### config.mk
export PLATFORM = sky130hd
export DESIGN_NAME = utf16_utf32_transcoder_core
export DESIGN_NICKNAME = d
export VERILOG_FILES = /design/src/rtl/core/utfx_pkg.sv /design/src/rtl/core/utf16_utf32_transcoder_core.sv /design/src/rtl/core/utfx_front.sv /design/src/rtl/core/utfx_fifo.sv /design/src/rtl/core/utfx_back.sv
export SDC_FILE = /design/constraint.sdc
export NUM_CORES = 1
export LEC_CHECK = 0
export BUFFER_PORTS_ARGS = -buffer_cell sky130_fd_sc_hd__buf_2
export CORE_MARGIN = 8
export CORE_UTILIZATION = 48
export CTS_CLUSTER_DIAMETER = 100
export DETAILED_ROUTE_END_ITERATION = 7
export PLACE_DENSITY = 0.65
export SLEW_MARGIN = 30
export SYNTH_ARGS = -nofsm -noshare
export SYNTH_HDL_FRONTEND = slang
export SYNTH_HIERARCHICAL = 1
export SYNTH_SLANG_ARGS = --single-unit
export TNS_END_PERCENT = 20
### constraint.sdc
create_clock -name i_clk -period 6.9 [get_ports i_clk]
set_clock_uncertainty 0.05 [all_clocks]
set_input_delay 0 -clock i_clk [delete_from_list [all_inputs] [get_ports i_clk]]
set_output_delay 0 -clock i_clk [all_outputs]
set_load 0.005 [all_outputs]
### src/rtl/core/utfx_pkg.sv
// ----------------------------------------------------------------------------
// utfx_pkg
// Shared types and codes for the UTF-16 / UTF-32 transcoder: configuration
// register indexes, mode codes and the result and job records that travel
// from the front end through the job queue to the back end.
// ----------------------------------------------------------------------------
package utfx_pkg;

    // Configuration register indexes.
    typedef enum logic [0:0] {
        CFG_CONV_MODE = 1'b0,
        CFG_SWAP_MODE = 1'b1
    } t_cfg_idx;

    // Conversion modes. The unused code behaves as validation.
    typedef enum logic [1:0] {
        CONV_VALIDATE = 2'd0,
        CONV_16TO32   = 2'd1,
        CONV_32TO16   = 2'd2
    } t_conv_mode;

    // Byte swap selection. The unused code means no swap.
    typedef enum logic [1:0] {
        SWAP_NONE = 2'd0,
        SWAP_IN   = 2'd1,
        SWAP_OUT  = 2'd2
    } t_swap_mode;

    localparam int CFG_DATA_W = 2;

    localparam logic [15:0] REPL_CHAR = 16'hFFFD;

    // One output beat.
    typedef struct packed {
        logic [31:0] unit;
        logic        replaced;
        logic        leftover;
        logic        last;
    } t_res;

    // Work for the back end: one or two output beats.
    typedef struct packed {
        logic two;
        t_res r0;
        t_res r1;
    } t_job;

endpackage

### src/rtl/core/utf16_utf32_transcoder_core.sv
// ----------------------------------------------------------------------------
// utf16_utf32_transcoder_core
// Streaming UTF-16 / UTF-32 transcoder with surrogate pairing, replacement
// of malformed units and optional byte swap of input or output units.
// ----------------------------------------------------------------------------
// Usage:
// One code unit enters per input beat (i_in_valid, o_in_stall) on
// i_unit_in with i_end_of_input marking the last unit of a run. Results
// leave one per output beat (o_out_valid, i_out_stall) as o_unit_out with
// the o_replaced, o_leftover and o_last_out flags. An item yields zero,
// one or two beats; a high surrogate in the middle of a run yields none
// until the next unit shows whether it is paired.
// The first beat of an item passes through the job queue and then the
// output register.
// Throughput: one input beat per cycle while o_in_stall is low and one output
// beat per cycle while i_out_stall is low; an item that splits into two beats
// holds the output stage for both beats, so the output register sets the sustained rate.
// A queue of JOB_DEPTH jobs sits between the classifying front end and
// the output back end; o_in_stall is high only while that queue is full,
// which happens when the receiver stalls for long enough or when a run of
// items that each split into two beats outpaces the output stage.
// Configuration is written through i_cfg_valid/o_cfg_ready while the block
// is idle; any write drops a held high surrogate. After reset the mode is
// UTF-16 to UTF-32 with no swap, nothing is held and no beat is pending.
// ----------------------------------------------------------------------------
module utf16_utf32_transcoder_core #(
    parameter int JOB_DEPTH = 4
) (
    input  logic                            i_clk,
    input  logic                            i_rst_n,
    // Configuration write channel.
    input  logic                            i_cfg_valid,
    output logic                            o_cfg_ready,
    input  logic [0:0]                      i_cfg_index,
    input  logic [utfx_pkg::CFG_DATA_W-1:0] i_cfg_data,
    // Input channel.
    input  logic                            i_in_valid,
    output logic                            o_in_stall,
    input  logic [31:0]                     i_unit_in,
    input  logic                            i_end_of_input,
    // Output channel.
    output logic                            o_out_valid,
    input  logic                            i_out_stall,
    output logic [31:0]                     o_unit_out,
    output logic                            o_replaced,
    output logic                            o_leftover,
    output logic                            o_last_out
);
    import utfx_pkg::*;

    logic accept;
    logic push;
    logic pop;
    logic q_empty;
    logic q_full;
    t_job job_in;
    t_job job_head;
    t_res res;

    // Users must issue writes only while idle; unchecked; the port always takes them.
    assign o_cfg_ready = 1'b1;

    // The input side stalls only when the job queue has no room.
    assign o_in_stall = q_full;
    assign accept     = i_in_valid && !q_full;

    utfx_front u_front (
        .i_clk          (i_clk),
        .i_rst_n        (i_rst_n),
        .i_cfg_valid    (i_cfg_valid),
        .i_cfg_index    (i_cfg_index),
        .i_cfg_data     (i_cfg_data),
        .i_accept       (accept),
        .i_unit_in      (i_unit_in),
        .i_end_of_input (i_end_of_input),
        .o_push         (push),
        .o_job          (job_in)
    );

    utfx_fifo #(
        .DEPTH (JOB_DEPTH)
    ) u_fifo (
        .i_clk   (i_clk),
        .i_rst_n (i_rst_n),
        .i_push  (push),
        .i_job   (job_in),
        .i_pop   (pop),
        .o_head  (job_head),
        .o_empty (q_empty),
        .o_full  (q_full)
    );

    utfx_back u_back (
        .i_clk       (i_clk),
        .i_rst_n     (i_rst_n),
        .i_head      (job_head),
        .i_empty     (q_empty),
        .o_pop       (pop),
        .o_out_valid (o_out_valid),
        .i_out_stall (i_out_stall),
        .o_res       (res)
    );

    assign o_unit_out = res.unit;
    assign o_replaced = res.replaced;
    assign o_leftover = res.leftover;
    assign o_last_out = res.last;

`ifndef SYNTHESIS
    a_leftover_clean: assert property (@(posedge i_clk) disable iff (!i_rst_n)
        (o_out_valid && o_leftover) |-> (!o_replaced && o_last_out))
        else $error("leftover beat is not a clean final beat");
`endif

endmodule

### src/rtl/core/utfx_front.sv
// ----------------------------------------------------------------------------
// utfx_front
// Front end: holds the configuration and the pending high surrogate,
// classifies each accepted code unit and builds a job of one or two beats.
// ----------------------------------------------------------------------------
module utfx_front (
    input  logic                                i_clk,
    input  logic                                i_rst_n,
    input  logic                                i_cfg_valid,
    input  logic [0:0]                          i_cfg_index,
    input  logic [utfx_pkg::CFG_DATA_W-1:0]     i_cfg_data,
    input  logic                                i_accept,
    input  logic [31:0]                         i_unit_in,
    input  logic                                i_end_of_input,
    output logic                                o_push,
    output utfx_pkg::t_job                      o_job
);
    import utfx_pkg::*;

    logic [1:0]  r_conv, n_conv;
    logic [1:0]  r_swap, n_swap;
    logic [15:0] r_held_high, n_held_high;
    logic        r_held_valid, n_held_valid;

    logic [31:0] ch32;
    logic [15:0] ch16;
    logic        is_hi, is_lo, is_sur;
    logic        to32, m32, out_sw;
    logic [20:0] v21;
    logic [20:0] cp;
    t_res        nw;
    logic        nw_v;
    t_job        job;
    logic        cnt_nz;

    function automatic logic [15:0] bswap16(input logic [15:0] x);
        return {x[7:0], x[15:8]};
    endfunction

    function automatic logic [31:0] bswap32(input logic [31:0] x);
        return {x[7:0], x[15:8], x[23:16], x[31:24]};
    endfunction

    // Sixteen-bit output unit, zero-extended, swapped on request.
    function automatic logic [31:0] out16(input logic [15:0] x, input logic sw);
        return sw ? {16'h0000, bswap16(x)} : {16'h0000, x};
    endfunction

    function automatic logic [31:0] out32(input logic [31:0] x, input logic sw);
        return sw ? bswap32(x) : x;
    endfunction

    function automatic logic [31:0] wide_out(input logic [15:0] x, input logic w,
                                             input logic sw);
        return w ? out32({16'h0000, x}, sw) : out16(x, sw);
    endfunction

    always_comb begin
        ch32   = (r_swap == SWAP_IN) ? bswap32(i_unit_in) : i_unit_in;
        ch16   = (r_swap == SWAP_IN) ? bswap16(i_unit_in[15:0]) : i_unit_in[15:0];
        is_hi  = (ch16[15:10] == 6'b110110);
        is_lo  = (ch16[15:10] == 6'b110111);
        is_sur = (ch16[15:11] == 5'b11011);
        to32   = (r_conv == CONV_16TO32);
        m32    = (r_conv == CONV_32TO16);
        out_sw = (r_swap == SWAP_OUT);
        v21    = ch32[20:0] - 21'h10000;
        cp     = 21'h10000 + {1'b0, r_held_high[9:0], ch16[9:0]};

        // Result for the new unit as if nothing were held.
        nw   = '0;
        nw_v = 1'b0;
        if (!is_sur) begin
            nw_v    = 1'b1;
            nw.unit = wide_out(ch16, to32, out_sw);
        end else if (is_lo) begin
            nw_v        = 1'b1;
            nw.unit     = wide_out(REPL_CHAR, to32, out_sw);
            nw.replaced = 1'b1;
        end else if (i_end_of_input) begin
            // Unconsumed trailing high surrogate goes out exactly as received.
            nw_v        = 1'b1;
            nw.unit     = {16'h0000, i_unit_in[15:0]};
            nw.leftover = 1'b1;
        end

        job    = '0;
        cnt_nz = 1'b1;
        if (m32) begin
            if (ch32[31:16] == 16'h0000) begin
                job.r0.unit = out16(ch32[15:0], out_sw);
            end else if (ch32 <= 32'h0010FFFF) begin
                job.two     = 1'b1;
                job.r0.unit = out16({6'b110110, v21[19:10]}, out_sw);
                job.r1.unit = out16({6'b110111, v21[9:0]}, out_sw);
            end else begin
                job.r0.unit     = out16(REPL_CHAR, out_sw);
                job.r0.replaced = 1'b1;
            end
        end else if (r_held_valid && is_lo) begin
            if (to32) begin
                job.r0.unit = out32({11'h000, cp}, out_sw);
            end else begin
                job.two     = 1'b1;
                job.r0.unit = out16(r_held_high, out_sw);
                job.r1.unit = out16(ch16, out_sw);
            end
        end else if (r_held_valid) begin
            // The held high surrogate had no partner.
            job.r0.unit     = wide_out(REPL_CHAR, to32, out_sw);
            job.r0.replaced = 1'b1;
            job.two         = nw_v;
            job.r1          = nw;
        end else begin
            job.r0 = nw;
            cnt_nz = nw_v;
        end

        if (i_end_of_input) begin
            if (job.two) begin
                job.r1.last = 1'b1;
            end else begin
                job.r0.last = 1'b1;
            end
        end
    end

    always_comb begin
        n_conv       = r_conv;
        n_swap       = r_swap;
        n_held_valid = r_held_valid;
        n_held_high  = r_held_high;
        if (i_cfg_valid) begin
            unique case (t_cfg_idx'(i_cfg_index))
                CFG_CONV_MODE: n_conv = i_cfg_data;
                CFG_SWAP_MODE: n_swap = i_cfg_data;
            endcase
            n_held_valid = 1'b0;
            n_held_high  = '0;
        end else if (i_accept && !m32) begin
            n_held_valid = is_hi && !i_end_of_input;
            n_held_high  = (is_hi && !i_end_of_input) ? ch16 : 16'h0000;
        end
    end

    always_ff @(posedge i_clk) begin
        if (!i_rst_n) begin
            r_conv       <= CONV_16TO32;
            r_swap       <= SWAP_NONE;
            r_held_valid <= 1'b0;
            r_held_high  <= '0;
        end else begin
            r_conv       <= n_conv;
            r_swap       <= n_swap;
            r_held_valid <= n_held_valid;
            r_held_high  <= n_held_high;
        end
    end

    assign o_push = i_accept && cnt_nz;
    assign o_job  = job;

`ifndef SYNTHESIS
    a_held_is_high: assert property (@(posedge i_clk) disable iff (!i_rst_n)
        r_held_valid |-> (r_held_high[15:10] == 6'b110110))
        else $error("held unit is not a high surrogate");
`endif

endmodule

### src/rtl/core/utfx_fifo.sv
// ----------------------------------------------------------------------------
// utfx_fifo
// Short job queue between the front end and the back end.
// ----------------------------------------------------------------------------
module utfx_fifo #(
    parameter int DEPTH = 4
) (
    input  logic           i_clk,
    input  logic           i_rst_n,
    input  logic           i_push,
    input  utfx_pkg::t_job i_job,
    input  logic           i_pop,
    output utfx_pkg::t_job o_head,
    output logic           o_empty,
    output logic           o_full
);
    import utfx_pkg::*;

    localparam int PTR_W = $clog2(DEPTH);
    localparam int CNT_W = $clog2(DEPTH + 1);

    t_job             r_mem [DEPTH];
    logic [PTR_W-1:0] r_wr_ptr, n_wr_ptr;
    logic [PTR_W-1:0] r_rd_ptr, n_rd_ptr;
    logic [CNT_W-1:0] r_count, n_count;

    always_comb begin
        n_wr_ptr = r_wr_ptr;
        n_rd_ptr = r_rd_ptr;
        n_count  = r_count;
        if (i_push) begin
            n_wr_ptr = (r_wr_ptr == PTR_W'(DEPTH - 1)) ? '0 : r_wr_ptr + 1'b1;
        end
        if (i_pop) begin
            n_rd_ptr = (r_rd_ptr == PTR_W'(DEPTH - 1)) ? '0 : r_rd_ptr + 1'b1;
        end
        if (i_push && !i_pop) begin
            n_count = r_count + 1'b1;
        end else if (i_pop && !i_push) begin
            n_count = r_count - 1'b1;
        end
    end

    always_ff @(posedge i_clk) begin
        if (!i_rst_n) begin
            r_wr_ptr <= '0;
            r_rd_ptr <= '0;
            r_count  <= '0;
        end else begin
            r_wr_ptr <= n_wr_ptr;
            r_rd_ptr <= n_rd_ptr;
            r_count  <= n_count;
        end
    end

    always_ff @(posedge i_clk) begin
        if (i_push) begin
            r_mem[r_wr_ptr] <= i_job;
        end
    end

    assign o_head  = r_mem[r_rd_ptr];
    assign o_empty = (r_count == '0);
    assign o_full  = (r_count == CNT_W'(DEPTH));

`ifndef SYNTHESIS
    a_no_overflow: assert property (@(posedge i_clk) disable iff (!i_rst_n)
        !(i_push && o_full))
        else $error("job pushed into a full queue");
    a_no_underflow: assert property (@(posedge i_clk) disable iff (!i_rst_n)
        !(i_pop && o_empty))
        else $error("job popped from an empty queue");
`endif

endmodule

### src/rtl/core/utfx_back.sv
// ----------------------------------------------------------------------------
// utfx_back
// Back end: takes jobs from the queue and sends their one or two beats
// through a registered output stage.
// ----------------------------------------------------------------------------
module utfx_back (
    input  logic           i_clk,
    input  logic           i_rst_n,
    input  utfx_pkg::t_job i_head,
    input  logic           i_empty,
    output logic           o_pop,
    output logic           o_out_valid,
    input  logic           i_out_stall,
    output utfx_pkg::t_res o_res
);
    import utfx_pkg::*;

    logic r_out_valid, n_out_valid;
    t_res r_out, n_out;
    logic r_pend_valid, n_pend_valid;
    t_res r_pend, n_pend;
    logic load;

    always_comb begin
        load         = !r_out_valid || !i_out_stall;
        o_pop        = load && !r_pend_valid && !i_empty;
        n_out_valid  = r_out_valid;
        n_out        = r_out;
        n_pend_valid = r_pend_valid;
        n_pend       = r_pend;
        if (load) begin
            if (r_pend_valid) begin
                // Second beat of the current job.
                n_out_valid  = 1'b1;
                n_out        = r_pend;
                n_pend_valid = 1'b0;
            end else if (!i_empty) begin
                n_out_valid  = 1'b1;
                n_out        = i_head.r0;
                n_pend_valid = i_head.two;
                n_pend       = i_head.r1;
            end else begin
                n_out_valid = 1'b0;
            end
        end
    end

    always_ff @(posedge i_clk) begin
        if (!i_rst_n) begin
            r_out_valid  <= 1'b0;
            r_pend_valid <= 1'b0;
        end else begin
            r_out_valid  <= n_out_valid;
            r_pend_valid <= n_pend_valid;
        end
    end

    always_ff @(posedge i_clk) begin
        r_out  <= n_out;
        r_pend <= n_pend;
    end

    assign o_out_valid = r_out_valid;
    assign o_res       = r_out;

`ifndef SYNTHESIS
    a_pend_behind_out: assert property (@(posedge i_clk) disable iff (!i_rst_n)
        r_pend_valid |-> r_out_valid)
        else $error("second beat pending with no first beat shown");
`endif

endmodule
==> results.md <==
- The initial core utilization is 48.6%.
- The count of nets left with antenna violations once routing finished came out at 0.
- The number of antenna diodes in the final layout is 0.
- In the synthesized netlist, mux cells make up around 13% of the area.
- The aggregate global routing overflow is 0.
- The post-synthesis area per instance is 13.9 µm².
- The clock network latency to the later pin of the worst-skew pair is roughly 540 ps.
- The relative max-transition margin is 38.5%.
- Across the run, the number of max-cap violations was 0.
- The most repeated cell in the gate-level netlist after synthesis is sky130_fd_sc_hd__edfxtp_1.
- In this run the clock root is driven by a sky130_fd_sc_hd__clkbuf_16.
- Yosys mapped a number of flops with a built-in enable equal to roughly 350.
- The kind of path behind the tightest hold check is in2reg.
- The critical path startpoint is u_front/r_swap[0].
- The net count of the finished layout is ~1.4k.
- The achievable frequency is about 230 MHz.
- The routed via count is 12.1k.
- By count the netlist is led by sky130_fd_sc_hd__edfxtp_1, sky130_fd_sc_hd__nand2_1, sky130_fd_sc_hd__a21oi_1, sky130_fd_sc_hd__nor2_1, sky130_fd_sc_hd__mux4_2.
- For this run, design rule violations remaining after detail routing come to 0.
- Counting the fill cells in the layout gives 3169.
- The time the worst path needs with I/O delays and setup is 4350 ps.
- After synthesis the netlist holds a flip-flop and latch count of a little under 400.
- The hold buffer count at cts is 14.
- The number of top-level design ports is between 70 and 80.
- The maximum number of buffers from clock root to sink is 3.
- After synthesis, the cell types taking the most area are sky130_fd_sc_hd__edfxtp_1, sky130_fd_sc_hd__mux4_2, sky130_fd_sc_hd__dfxtp_1, sky130_fd_sc_hd__mux2_2, sky130_fd_sc_hd__a21oi_1.
- The via count of the first global-routing pass is between 10k and 15k.
- For this design the static power due to leakage is 6.73 nW.
- Gates resized during post-CTS repair numbered 0.
- The die covers 44700 µm².
- The run finished with clean final reports.
- The worst setup path is launched from a register.
- The start-to-end type of the worst setup path is reg2reg.
- The average wire length per cell after detail routing is 26.1 µm.
- The post-synth net total is between 1k and 1.5k.
- The global-route usage over all layers is 22.2%.
- The worst setup timing slack at the placement stage is 2710 ps.
- After synthesis, the largest family of logic cells by area is multiplexers.
- Across all setup checks in the final design, the least slack found is ~2600 ps.
- The max-slew violation count is 0.
- The final hold violation count was 0.
- In this run the horizontal extent of the chip is about 210 µm.
- After synthesis, flip-flops and latches occupy between 60% and 70% of the total area.
- For the worst setup path, the data arrival time is 4570 ps.
- The via density per instance is 6.36.
- The proportion of layout cells with a drive suffix above 1 is approximately 22%.
- STA classifies the critical path endpoint as a register.
- The iteration-0 DRC count of the detailed router is between 1k and 1.5k.
- The height of the die is between 200 and 250 µm.
- The synthesized netlist devotes 8.45% of its cell area to simple gates.
- The count of buffers added by post-CTS timing repair for setup is 0.
- Summing internal, switching and leakage power gives around 0.0069 W.
- The share of synthesized flip-flops with an asynchronous set or reset is 0%.
- The sum of net half-perimeters after detailed placement is between 30000 and 40000 µm.
- The worst hold path begins at i_unit_in[15].
- The number of antenna violations at the first check in global routing is 0.
- For this run, the detailed router's first-pass iteration total came to 6.
- The layout-stage area growth over the synthesis result is 11.4%.
- The CTS sink count is slightly below 400.
- TritonCTS built the clock tree.
- Setup repair after global routing left no endpoint under its margin.
- Setup violations remaining at the end of the flow were counted as 0.
- Summing the areas of all fa, ha and maj instances in the mapped netlist gives 0.656% of the synthesized area.
- The peak supply drop is a little over 0.0002 V.
- The length of routed wiring on met1 is between 20000 and 25000 µm.
- For the pin with the worst max-slew slack, the measured transition is around 920 ps.
- The total power divided by cell area is approximately 340 nW/µm².
- The global-route wire length before repair is roughly 75000 µm.
- The leading register cell type out of synthesis is sky130_fd_sc_hd__edfxtp_1.
- The fraction of post-synthesis cell area in the top cell type by area is about three fifths.
- Summing the areas of all compound-gate instances in the mapped netlist gives a little under an eighth of the synthesized area.
- After layout, the worst path uses between 60% and 70% of the clock period.
- The uppermost layer routed is met4.
- For the worst setup path, the data required time is approximately 7100 ps.
- The core region area is about 38000 µm².
- The number of synthesis warnings is 6.
- In this run the number of H-tree levels came out at 2.
- The total negative setup slack is 0 ps.
- The maximum number of pins on one net before global-route repair is 85.
- The routability-driven placement congestion ratio is around 1.0.
- For this block, the routed nets add up to roughly 50000 µm of wire.
- The xor/xnor cell area share of the yosys netlist is less than 1%.
- The synthesized netlist occupies a cell area of roughly 18000 µm².
- The TritonCTS buffer count is 40.
- The met2 wire length is 22200 µm.
- Synthesis produced 1318 cells.
- The peak fanout along the critical path is 84.
- The routed wire length on met3 is ~4500 µm.
- sky130_fd_sc_hd__edfxtp_1 takes more of the synthesized area than any other cell.
- The startpoint of the most critical register-to-register path is u_front/r_swap[0].
- The placement row count is 71.
- The count of buffers inserted at the top-level ports is 77.
- Clock-pin slew was measured on the worst setup and hold paths at around 60 ps.
- The synthesized netlist contains 80 unique library cells.
==> cell type report <==
class | count | area [µm²] | area share, %
clock inverter | 19 | 188 | 0.920
sequential | 386 | 11300 | 55.3
multi-input combinational | 805 | 6360 | 31.2
tap | 511 | 639 | 3.13
clock buffer | 51 | 1080 | 5.31
timing repair buffer | 122 | 783 | 3.84
inverter | 17 | 63.8 | 0.313
==> layout by cell type (no fill, tap or decap), types with 6 or more instances in the layout <==
| cell | Yosys | routed |
|---|---|---|
| sky130_fd_sc_hd__dfxtp_1 | 32 | 27 |
| sky130_fd_sc_hd__a221o_1 | 10 | 10 |
| sky130_fd_sc_hd__dlygate4sd3_1 | 0 | 14 |
| sky130_fd_sc_hd__edfxtp_1 | 354 | 354 |
| sky130_fd_sc_hd__mux4_2 | 70 | 70 |
| sky130_fd_sc_hd__inv_1 | 17 | 17 |
| sky130_fd_sc_hd__mux2i_1 | 29 | 29 |
| sky130_fd_sc_hd__nor2_1 | 72 | 71 |
| sky130_fd_sc_hd__a22oi_1 | 16 | 16 |
| sky130_fd_sc_hd__and3_1 | 8 | 8 |
| sky130_fd_sc_hd__nor4_1 | 9 | 9 |
| sky130_fd_sc_hd__a211oi_1 | 17 | 17 |
| sky130_fd_sc_hd__a21boi_0 | 7 | 7 |
| sky130_fd_sc_hd__a21oi_1 | 79 | 78 |
| sky130_fd_sc_hd__clkbuf_1 | 54 | 7 |
| sky130_fd_sc_hd__a21o_1 | 6 | 6 |
| sky130_fd_sc_hd__or3_1 | 8 | 8 |
| sky130_fd_sc_hd__o22ai_1 | 16 | 16 |
| sky130_fd_sc_hd__nand3_1 | 24 | 24 |
| sky130_fd_sc_hd__nor3_1 | 32 | 31 |
| sky130_fd_sc_hd__nand2_1 | 98 | 98 |
| sky130_fd_sc_hd__o21ai_0 | 58 | 58 |
| sky130_fd_sc_hd__a211o_1 | 9 | 9 |
| sky130_fd_sc_hd__o221ai_1 | 7 | 7 |
| sky130_fd_sc_hd__o21a_1 | 9 | 9 |
| sky130_fd_sc_hd__o211ai_1 | 15 | 15 |
| sky130_fd_sc_hd__ha_1 | 8 | 8 |
| sky130_fd_sc_hd__buf_4 | 3 | 29 |
| sky130_fd_sc_hd__mux2_2 | 42 | 42 |
| sky130_fd_sc_hd__a221oi_1 | 10 | 10 |
| sky130_fd_sc_hd__buf_2 | 29 | 77 |
| sky130_fd_sc_hd__clkbuf_16 | 0 | 40 |
| sky130_fd_sc_hd__nor2b_1 | 20 | 19 |
| sky130_fd_sc_hd__o31ai_1 | 13 | 13 |
| sky130_fd_sc_hd__a31oi_1 | 14 | 14 |
| sky130_fd_sc_hd__nand2b_1 | 10 | 10 |
==> routing by layer <==
metal / up-vias / global-route usage, %
met2: 653 / 33.5
met3: 138 / 4.54
met5: - / 0
met4: 0 / 8.99
li1: 5294 / -
met1: 6064 / 31.3
==> registers in the layout, indices dropped and copies added, names as in the netlist, 2 cells and up, named ones only <==
| name | count |
|---|---|
| u_back/o_res | 35 |
| u_back/r_pend | 35 |
| u_fifo/r_count | 3 |
| u_fifo/r_mem | 284 |
| u_fifo/r_rd_ptr | 2 |
| u_fifo/r_wr_ptr | 2 |
| u_front/r_conv | 2 |
| u_front/r_held_high | 16 |
| u_front/r_swap | 2 |
==> critical path: stages (launching register included) <==
cell and delay [ps]:
sky130_fd_sc_hd__dfxtp_2 330, sky130_fd_sc_hd__buf_4 670, sky130_fd_sc_hd__nand2b_4 370, sky130_fd_sc_hd__a21boi_0 370, sky130_fd_sc_hd__ha_1 380, sky130_fd_sc_hd__nor3b_1 340
sky130_fd_sc_hd__xnor2_1 210, sky130_fd_sc_hd__mux2i_1 260, sky130_fd_sc_hd__nor3_2 660, sky130_fd_sc_hd__o31ai_1 160, sky130_fd_sc_hd__and4b_1 260
==> cell families after synthesis <==
group	count (synthesis)
other	2
multiplexers	142
AO/OA/AOI/OAI	324
adder cells (fa/ha/maj)	9
AND/OR/NAND/NOR	318
flip-flops	386
XOR/XNOR	10
buffers and inverters	127
==> power breakdown <==
part / switching [W] / leakage (nW) / internal [W] / total (W)
clock network: 0.000857 / 0.617 / 0.00119 / 0.00205
registers: 0.000165 / 3.62 / 0.00310 / 0.00327
logic: 0.000851 / 2.49 / 0.000740 / 0.00159
total: 0.00187 / 6.73 / 0.00504 / 0.00691
==> metrics by stage <==
step / util [%] / instance area (µm²) / hold WS [ps] / std cells
6_report: 54.2 / 20400 / 46.3 / 1911
5_1_grt: 54.2 / 20400 / 63.3 / 1911
4_1_cts: 54.2 / 20400 / 18.5 / 1911
3_5_place_dp: 50.4 / 19000 / 186 / 1827
3_3_place_gp: 50.3 / 19000 / 184 / 1825
2_1_floorplan: - / 18300 / 11.9 / 1318
==> final timing paths <==
kind | to | slack, ps | cells past startpoint
max | u_fifo/r_mem[3][39] | 2550 | 10
min | u_front/r_held_high[7] | 50 | 5
max reg2reg | u_fifo/r_mem[3][39] | 2550 | 10
min reg2reg | u_front/r_held_high[11] | 430 | 2
(Power assumes the default switching activity.)
